$ cat src/rtl/sha256s_pkg.sv
package sha256s_pkg;

  // Fields of one input transaction.
  typedef struct packed {
    logic [7:0] data_byte;
    logic       byte_present;
    logic       end_of_message;
  } byte_item_t;

  // Fields of one output transaction.
  typedef struct packed {
    logic [31:0] digest_word;
    logic [2:0]  word_index;
    logic        last_word;
  } digest_item_t;

  localparam logic [7:0] PAD_MARKER = 8'h80;

  localparam logic [31:0] INITIAL_HASH [8] = '{
    32'h6a09e667, 32'hbb67ae85, 32'h3c6ef372, 32'ha54ff53a,
    32'h510e527f, 32'h9b05688c, 32'h1f83d9ab, 32'h5be0cd19
  };

  localparam logic [31:0] ROUND_CONST [64] = '{
    32'h428a2f98, 32'h71374491, 32'hb5c0fbcf, 32'he9b5dba5,
    32'h3956c25b, 32'h59f111f1, 32'h923f82a4, 32'hab1c5ed5,
    32'hd807aa98, 32'h12835b01, 32'h243185be, 32'h550c7dc3,
    32'h72be5d74, 32'h80deb1fe, 32'h9bdc06a7, 32'hc19bf174,
    32'he49b69c1, 32'hefbe4786, 32'h0fc19dc6, 32'h240ca1cc,
    32'h2de92c6f, 32'h4a7484aa, 32'h5cb0a9dc, 32'h76f988da,
    32'h983e5152, 32'ha831c66d, 32'hb00327c8, 32'hbf597fc7,
    32'hc6e00bf3, 32'hd5a79147, 32'h06ca6351, 32'h14292967,
    32'h27b70a85, 32'h2e1b2138, 32'h4d2c6dfc, 32'h53380d13,
    32'h650a7354, 32'h766a0abb, 32'h81c2c92e, 32'h92722c85,
    32'ha2bfe8a1, 32'ha81a664b, 32'hc24b8b70, 32'hc76c51a3,
    32'hd192e819, 32'hd6990624, 32'hf40e3585, 32'h106aa070,
    32'h19a4c116, 32'h1e376c08, 32'h2748774c, 32'h34b0bcb5,
    32'h391c0cb3, 32'h4ed8aa4a, 32'h5b9cca4f, 32'h682e6ff3,
    32'h748f82ee, 32'h78a5636f, 32'h84c87814, 32'h8cc70208,
    32'h90befffa, 32'ha4506ceb, 32'hbef9a3f7, 32'hc67178f2
  };

  // Round function helpers.
  function automatic logic [31:0] big_sigma0(input logic [31:0] x);
    return {x[1:0], x[31:2]} ^ {x[12:0], x[31:13]} ^ {x[21:0], x[31:22]};
  endfunction

  function automatic logic [31:0] big_sigma1(input logic [31:0] x);
    return {x[5:0], x[31:6]} ^ {x[10:0], x[31:11]} ^ {x[24:0], x[31:25]};
  endfunction

  // Message schedule helpers.
  function automatic logic [31:0] small_sigma0(input logic [31:0] x);
    return {x[6:0], x[31:7]} ^ {x[17:0], x[31:18]} ^ {3'b000, x[31:3]};
  endfunction

  function automatic logic [31:0] small_sigma1(input logic [31:0] x);
    return {x[16:0], x[31:17]} ^ {x[18:0], x[31:19]} ^ {10'b0, x[31:10]};
  endfunction

endpackage

$ cat src/rtl/sha256_stream_hasher.sv
// Streaming SHA-256 hasher.
// The byte channel (byte_valid, byte_stall, byte_item) takes one message byte
// per transaction, or an end marker with or without a byte. The digest channel
// (digest_valid, digest_stall, digest_item) returns eight 32-bit words of the
// final hash, word 0 first, with last_word set on word 7.
// While idle the block takes one byte transaction per cycle. The 64th byte of
// a block starts a compression: 64 rounds of the shared round unit, then an
// update step that folds the result into the chaining words; the byte channel
// stalls through both. An end marker starts padding, which writes one pad byte
// per cycle through the same byte path until the final block is full, and runs
// one or two compressions. After the final compression the digest words leave
// at one per cycle while the receiver does not stall; a stalled word holds, and
// the block takes no byte until the last word is delivered. It then starts a
// new message. Reset loads the initial hash values and empties the buffer and
// bit count; the block is ready in the next cycle.
module sha256_stream_hasher (
  input  logic                      clk,
  input  logic                      rst,
  input  logic                      byte_valid,
  output logic                      byte_stall,
  input  sha256s_pkg::byte_item_t   byte_item,
  output logic                      digest_valid,
  input  logic                      digest_stall,
  output sha256s_pkg::digest_item_t digest_item
);
  import sha256s_pkg::*;

  typedef enum logic [2:0] {
    ST_IDLE,
    ST_ROUND,
    ST_UPDATE,
    ST_PAD,
    ST_EMIT
  } state_t;

  state_t      state;
  logic [31:0] chain [8];
  logic [31:0] work [8];
  logic [31:0] window [16];
  logic [23:0] acc;
  logic [5:0]  fill;
  logic [60:0] byte_count;
  logic [5:0]  round;
  logic [2:0]  word_sel;
  logic        finishing;
  logic        first_pad;
  logic        length_ok;

  logic [63:0] bit_length;
  logic [5:0]  length_shift;
  logic [7:0]  pad_byte;
  logic [7:0]  wr_byte;
  logic        wr_en;
  logic        block_full;
  logic [31:0] sched_next;
  logic [31:0] t1;
  logic [31:0] t2;
  logic [31:0] choose;
  logic [31:0] major;

  // Padding byte: marker first, then zeros, then the big-endian bit length.
  assign bit_length   = {byte_count, 3'b000};
  assign length_shift = {~fill[2:0], 3'b000};

  always_comb begin
    if (first_pad) begin
      pad_byte = PAD_MARKER;
    end else if (length_ok && fill >= 6'd56) begin
      pad_byte = bit_length[length_shift +: 8];
    end else begin
      pad_byte = 8'h00;
    end
  end

  // Byte write path shared by message bytes and padding.
  always_comb begin
    wr_en   = 1'b0;
    wr_byte = byte_item.data_byte;
    case (state)
      ST_IDLE: begin
        wr_en = byte_valid && byte_item.byte_present;
      end
      ST_PAD: begin
        wr_en   = 1'b1;
        wr_byte = pad_byte;
      end
      default: begin
        wr_en = 1'b0;
      end
    endcase
  end

  assign block_full = wr_en && (fill == 6'd63);

  // Shared round unit: one schedule word and one compression round per cycle.
  always_comb begin
    sched_next = small_sigma1(window[14]) + window[9] + small_sigma0(window[1]) + window[0];
    choose     = (work[4] & work[5]) ^ (~work[4] & work[6]);
    major      = (work[0] & work[1]) ^ (work[0] & work[2]) ^ (work[1] & work[2]);
    t1         = work[7] + big_sigma1(work[4]) + choose + ROUND_CONST[round] + window[0];
    t2         = big_sigma0(work[0]) + major;
  end

  assign byte_stall   = (state != ST_IDLE);
  assign digest_valid = (state == ST_EMIT);

  always_comb begin
    digest_item.digest_word = chain[word_sel];
    digest_item.word_index  = word_sel;
    digest_item.last_word   = (word_sel == 3'd7);
  end

  // Sequencer, buffer and chaining state.
  always_ff @(posedge clk) begin
    if (rst) begin
      state      <= ST_IDLE;
      fill       <= '0;
      byte_count <= '0;
      round      <= '0;
      word_sel   <= '0;
      finishing  <= 1'b0;
      first_pad  <= 1'b0;
      length_ok  <= 1'b0;
      for (int i = 0; i < 8; i++) begin
        chain[i] <= INITIAL_HASH[i];
      end
    end else begin
      // A written byte fills the word buffer; every fourth byte shifts a word
      // into the window, and the last byte of a block starts the rounds.
      if (wr_en) begin
        acc  <= {acc[15:0], wr_byte};
        fill <= fill + 6'd1;
        if (fill[1:0] == 2'b11) begin
          for (int i = 0; i < 15; i++) begin
            window[i] <= window[i + 1];
          end
          window[15] <= {acc, wr_byte};
        end
        if (block_full) begin
          state <= ST_ROUND;
          round <= '0;
          for (int i = 0; i < 8; i++) begin
            work[i] <= chain[i];
          end
        end
      end

      case (state)
        ST_IDLE: begin
          if (byte_valid) begin
            if (byte_item.byte_present) begin
              byte_count <= byte_count + 61'd1;
            end
            if (byte_item.end_of_message) begin
              finishing <= 1'b1;
              first_pad <= 1'b1;
              length_ok <= 1'b0;
              if (!block_full) begin
                state <= ST_PAD;
              end
            end
          end
        end

        ST_ROUND: begin
          work[0] <= t1 + t2;
          work[1] <= work[0];
          work[2] <= work[1];
          work[3] <= work[2];
          work[4] <= work[3] + t1;
          work[5] <= work[4];
          work[6] <= work[5];
          work[7] <= work[6];
          for (int i = 0; i < 15; i++) begin
            window[i] <= window[i + 1];
          end
          window[15] <= sched_next;
          round      <= round + 6'd1;
          if (round == 6'd63) begin
            state <= ST_UPDATE;
          end
        end

        ST_UPDATE: begin
          for (int i = 0; i < 8; i++) begin
            chain[i] <= chain[i] + work[i];
          end
          if (finishing && !first_pad && length_ok) begin
            state    <= ST_EMIT;
            word_sel <= '0;
          end else if (finishing) begin
            state <= ST_PAD;
            if (!first_pad) begin
              length_ok <= 1'b1;
            end
          end else begin
            state <= ST_IDLE;
          end
        end

        ST_PAD: begin
          // The length fits after the marker only if the marker lands early.
          if (first_pad) begin
            first_pad <= 1'b0;
            length_ok <= (fill <= 6'd55);
          end
        end

        ST_EMIT: begin
          if (!digest_stall) begin
            word_sel <= word_sel + 3'd1;
            if (word_sel == 3'd7) begin
              state      <= ST_IDLE;
              finishing  <= 1'b0;
              length_ok  <= 1'b0;
              byte_count <= '0;
              for (int i = 0; i < 8; i++) begin
                chain[i] <= INITIAL_HASH[i];
              end
            end
          end
        end

        default: begin
          state <= ST_IDLE;
        end
      endcase
    end
  end

endmodule
$ cat config.mk
export PLATFORM = sky130hd
export DESIGN_NAME = sha256_stream_hasher
export DESIGN_NICKNAME = d
export VERILOG_FILES = /design/src/rtl/sha256s_pkg.sv /design/src/rtl/sha256_stream_hasher.sv
export SDC_FILE = /design/constraint.sdc
export NUM_CORES = 2
export LEC_CHECK = 0
export BUFFER_PORTS_ARGS = -buffer_cell sky130_fd_sc_hd__clkbuf_2
export CAP_MARGIN = 0
export CORE_MARGIN = 3
export CORE_UTILIZATION = 42
export DETAILED_ROUTE_END_ITERATION = 10
export PLACE_DENSITY_LB_ADDON = 0.15
export RECOVER_POWER = 50
export SLEW_MARGIN = 40
export SYNTH_ARGS = -nofsm -noshare
export SYNTH_HDL_FRONTEND = slang
export SYNTH_SLANG_ARGS = --single-unit
$ cat constraint.sdc
create_clock -name clk -period 30.4 [get_ports clk]
set_input_delay 3.04 -clock clk [delete_from_list [all_inputs] [get_ports clk]]
set_output_delay 3.04 -clock clk [all_outputs]
set_load 0.005 [all_outputs]
Word-level counts from Yosys, hierarchy flattened
Memories as Yosys holds them, arrays and structs flattened. A register that Yosys moved wholly into a read port is not among the register bits.
Index checks and enable logic that the tools add are counted.
Widths: inputs -> output; s select.
{ "op_classes": {"muxes": 104, "n_shift": 1, "addsub": 22, "n_reduce_logical": 21, "n_eq_ne": 18, "bitwise": 60, "order_cmp": 3} }
{ "ops": {"columns": ["cell", "count"], "rows": [
  ["$mux 32", 42],
  ["$add 32x32->32", 18],
  ["$xor 32x32->32", 9],
  ["$mux 61", 4],
  ["$and 32x32->32", 5],
  ["$pmux 61 s2", 1],
  ["$shiftx 64x7->8", 1],
  ["$add 61x1->61 const B", 1],
  ["$or 1x1->1", 40],
  ["$mux 3", 13],
  ["$not 32->32", 1],
  ["$xor 32x22->32", 1],
  ["$xor 32x29->32", 1],
  ["$mux 1", 31],
  ["$mux 8", 3],
  ["$mux 6", 3],
  ["$ne 2x2->1 const B", 9],
  ["$pmux 3 s5", 1],
  ["$add 6x1->6 const B", 2],
  ["$eq 6x6->1 const B", 2],
  ["$reduce_and 5->1", 2],
  ["$reduce_bool 2->1", 5],
  ["$reduce_and 9->1", 1],
  ["$ge 7x7->1 const B", 1],
  ["other kinds (22)", 32]
]} }
{ "word_totals": {"regBits": 106, "rom_bits": 2048, "ram_bits": 1024, "elab_cells": 242, "out_inout_bits": 38, "input_bits": 14, "mem_count": 4} }
{ "memory_table": {"columns": ["name", "depth", "word_bits", "rd", "rd_ports_with_merged_regs", "write_ports", "line_no", "source"], "rows": [
  ["(name not given)", 64, 32, 1, 0, 0, "sha256_stream_hasher.sv:100", "t1 = work[7] + big_sigma1(work[4]) + choose + ROUND_CONST[round] + window[0];"],
  ["window", 16, 32, 16, 0, 16, "sha256_stream_hasher.sv:39", "logic [31:0] window [16];"],
  ["chain", 8, 32, 9, 1, 8, "sha256_stream_hasher.sv:37", "logic [31:0] chain [8];"],
  ["work", 8, 32, 8, 0, 8, "sha256_stream_hasher.sv:38", "logic [31:0] work [8];"]
]} }

Longest topological paths before layout
{ "logic_depth": {"ltp_word": 9, "mapped_depth": 41, "mapped_depth_nobuf": 39} }

Worst setup path before layout
Ideal clock, no wire load.
{ "synth_path": {"kind": "in2reg", "startpoint": "input port rst", "endpoint": "memory window[0][0] (enable)", "t_arrival_ns": 12.622, "stages": 6, "required_ns": 26.768, "path_buffers": 4, "setup_ns": 3.632, "setup_slack_ns": 14.146, "cell_sequence": "clkbuf_1 > nand2b_1 > clkbuf_1 > clkbuf_1 > buf_1 > nand2_1"} }
{ "synth_lines": {"columns": ["item", "line_no", "source"], "rows": [
  ["start: declaration", "sha256_stream_hasher.sv:18", "input logic rst,"],
  ["end: declaration", "sha256_stream_hasher.sv:39", null]
]} }

==> results.json <==
{
  "reg2regPathDepth": 35,
  "synth-adder-area-share_pct": 12.8,
  "fillCellCount": 15200,
  "worst_slew_pin_slew_ps": 4380,
  "setup_viol": 0,
  "async_flop_share_pct": 0,
  "rows": 148,
  "synth_warnings": 0,
  "cts-root-buf": "clkbuf_16",
  "status": "complete, but fails checks",
  "yosys_most_used_dff": "edfxtp_1",
  "path_clk_slew_ps": 60,
  "grt_pass1_vias": 47600,
  "powerDensity_nw_per_um2": 86.4,
  "die_w_um": 413,
  "vias": 50300,
  "ys_seq_area_share_pct": 45.9,
  "endpoint_kind": "register",
  "setup_tns_ps": 0,
  "slew_violations": 869,
  "final_nets": 7083,
  "layout.cells.non_filler": 8760,
  "synth_edf_count": 920,
  "period_needed_ps": 10300,
  "whs_endpoint": "window[1][126]",
  "avgViaCountPerCell": 5.74,
  "maxSlewHeadroom_pct": -192,
  "crit_slowest_cell": "ha_1",
  "synth_top_area_share_pct": 39.8,
  "post_cts_resized": 0,
  "synth_xor_area_share_pct": 7.62,
  "synth_top_area_cell": "edfxtp_1",
  "fin_skew_ps": 68.0,
  "cts_buffers": 134,
  "antenna_found_initial": 2,
  "die_h_um": 413,
  "yosysUniqueCellTypes": 94,
  "synth-simple-area-share_pct": 11.3,
  "r2r_start": "round[1]",
  "gp_congestion": 0.929,
  "cp.arrival_ps": 10830,
  "cts_buffer_depth": 3,
  "synth-seq-cells": 1133,
  "synth_compound_gate_area_share_pct": 13.8,
  "syn_nets": 7115,
  "grt_max_degree": 130,
  "r2r_slack_ps": 20100,
  "synthCells": 6508,
  "firstDrtPassIters": 7,
  "max_stage_delay_ps": 850,
  "overflow": 0,
  "ios": 52,
  "hold_class": "register to register",
  "cts_sinks": 1133,
  "synth.avg_cell_area_um2": 10.7,
  "clk_latency_ps": 820,
  "hold_viol_final": 0,
  "track_usage_pct": 25.4,
  "fp.dieArea_um2": 170000,
  "r2r_end": "work[0][31]",
  "dp_cells": 8513,
  "synth_top_family_by_area": "compound AO/OA/AOI/OAI gates",
  "cp-start-kind": "register",
  "period_share_pct": 33.9,
  "cpMostUsedCell": "inv_1",
  "mappedNetlistArea_um2": 69500,
  "initial_core_util_pct": 42.5,
  "core_area_um2": 164000,
  "fmax_mhz": 97.0,
  "drt-total-wl_mm": 218,
  "drv_cap": 19,
  "syn2layout_area_growth_pct": 10.1,
  "h-tree-depth": 4,
  "rsz0062_at_grt": "false",
  "synthMuxAreaShare_pct": 5.09,
  "cts_tree": "built",
  "grt_pass1_wl_mm": 321,
  "drc": 0,
  "hpwl_mm": 162,
  "cp_max_fo": 18,
  "post_drt_wl_per_cell_um": 24.9,
  "holdPathStages": 0,
  "final_layout_size_suffix_gt1_share_pct": 8.13,
  "holdBufCountCts": 0,
  "ant_nets": 0,
  "p_leak_uw": 0.0287,
  "min_from": "window[1][158]",
  "port_buffers": 51,
  "cp_data_required_time_ps": 30920,
  "drtIter0Drc": 5037,
  "violations": "capacitance limit, slew limit",
  "yosys-top-cells-area": "edfxtp_1 40%, ha_1 7.2%, dfxtp_1 6.1%",
  "post_cts_buffers": 0,
  "ir_worst_vdd_v": 0.000110,
  "crit_type": "register to register"
}
-- cell usage after synthesis (all sizes together) (16+ instances only) --
cell type  count
edfxtp       920
nand2        893
a21oi        438
o21ai        428
ha           398
nor2         367
xnor2        363
inv          335
clkbuf       250
xor2         236
dfxtp        213
fa           195
a21o         170
mux2         117
nand3        109
nor3          88
mux4          82
o21a          74
a211oi        71
nand2b        63
o211ai        59
nor2b         57
and3          48
o21bai        45
a31oi         44
buf           39
mux2i         37
nand4         35
or3           35
o31ai         31
and2          22
a221oi        16
-- per-layer routing --
metal	wire length, um	vias to the layer above	global-route usage (%)
met3	13800	276	4.06
li1	-	23300	-
met2	95000	1651	37.9
met4	6540	2	7.59
met5	12	-	0
met1	103000	25000	37.7
-- placed cells by master (no fill, tap or decap), drive strengths merged, types with 37 or more instances in the layout --
master	count
a21oi	438
nand2b	63
nor3	88
nand3	109
o21bai	45
xnor2	363
mux2	117
o21a	74
edfxtp	920
nand2	893
a31oi	44
o211ai	59
dfxtp	213
and3	48
a211oi	71
inv	339
mux2i	37
o21ai	428
clkinv	45
nor2	367
buf	53
ha	398
mux4	82
nor2b	57
a21o	170
xor2	236
fa	195
clkbuf	248
-- through the flow --
step	utilization (%)	hold slack [ps]	total power (uW)	instance area [um^2]	setup WS, ps
after floorplan	-	400	4220	69500	14150
after global placement	44.0	400	4930	72000	20110
after detailed placement	44.1	405	4950	72100	20160
after CTS	46.8	371	6630	76600	20110
after global routing	46.8	370	7070	76500	19480
final	46.8	373	6610	76500	20100
-- worst max-delay path: cells and delay by family, from the launching register on --
family,cells,cell delay [ps]
AO/OA/AOI/OAI,12,3180
adder cells (fa/ha/maj),8,3670
multiplexers,1,260
flip-flops,1,320
AND/OR/NAND/NOR,5,1320
buffers and inverters,6,500
XOR/XNOR,3,770
-- final cells by class --
type	count	area (um^2)	share of cell area, %
inverters	335	1260	1.65
repair buffers	121	821	1.07
multi-input cells	4751	35300	46.2
well taps	2175	2720	3.56
clock inverters	64	872	1.14
diodes	1	2.50	0.00327
clock buffers	180	3610	4.71
flip-flops and latches	1133	31900	41.7
-- where the power goes --
group | total, uW | switching [uW] | leakage [uW] | internal, uW
sequential | 1840 | 68.3 | 0.00999 | 1770
clock | 1640 | 705 | 0.00214 | 935
combinational | 3130 | 1860 | 0.0165 | 1280
total | 6610 | 2630 | 0.0287 | 3980
-- worst max-delay path by stage --
stage | from | end | slack, ps | cells after the start
after CTS | round[1] | work[0][31] | 20110 | 35
after global placement | round[1] | work[0][31] | 20110 | 35
after detailed placement | round[1] | work[0][31] | 20160 | 35
after floorplan | rst | window[0][0] | 14150 | 6
final | round[1] | work[0][31] | 20100 | 35
after global routing | round[1] | work[0][31] | 19480 | 35
-- logic make-up after synthesis --
group	after synthesis
adder cells (fa/ha/maj)	597
buffers and inverters	624
multiplexers	236
flip-flops	1133
AND/OR/NAND/NOR	1784
AO/OA/AOI/OAI	1533
XOR/XNOR	601
-- flip-flops by register name (all words and copies together), names as in the netlist, 6 cells and up, named ones only --
register    count
work          256
acc            24
byte_count     61
round           6
fill            6
window        512
chain         256
(Power assumes the default switching activity.)
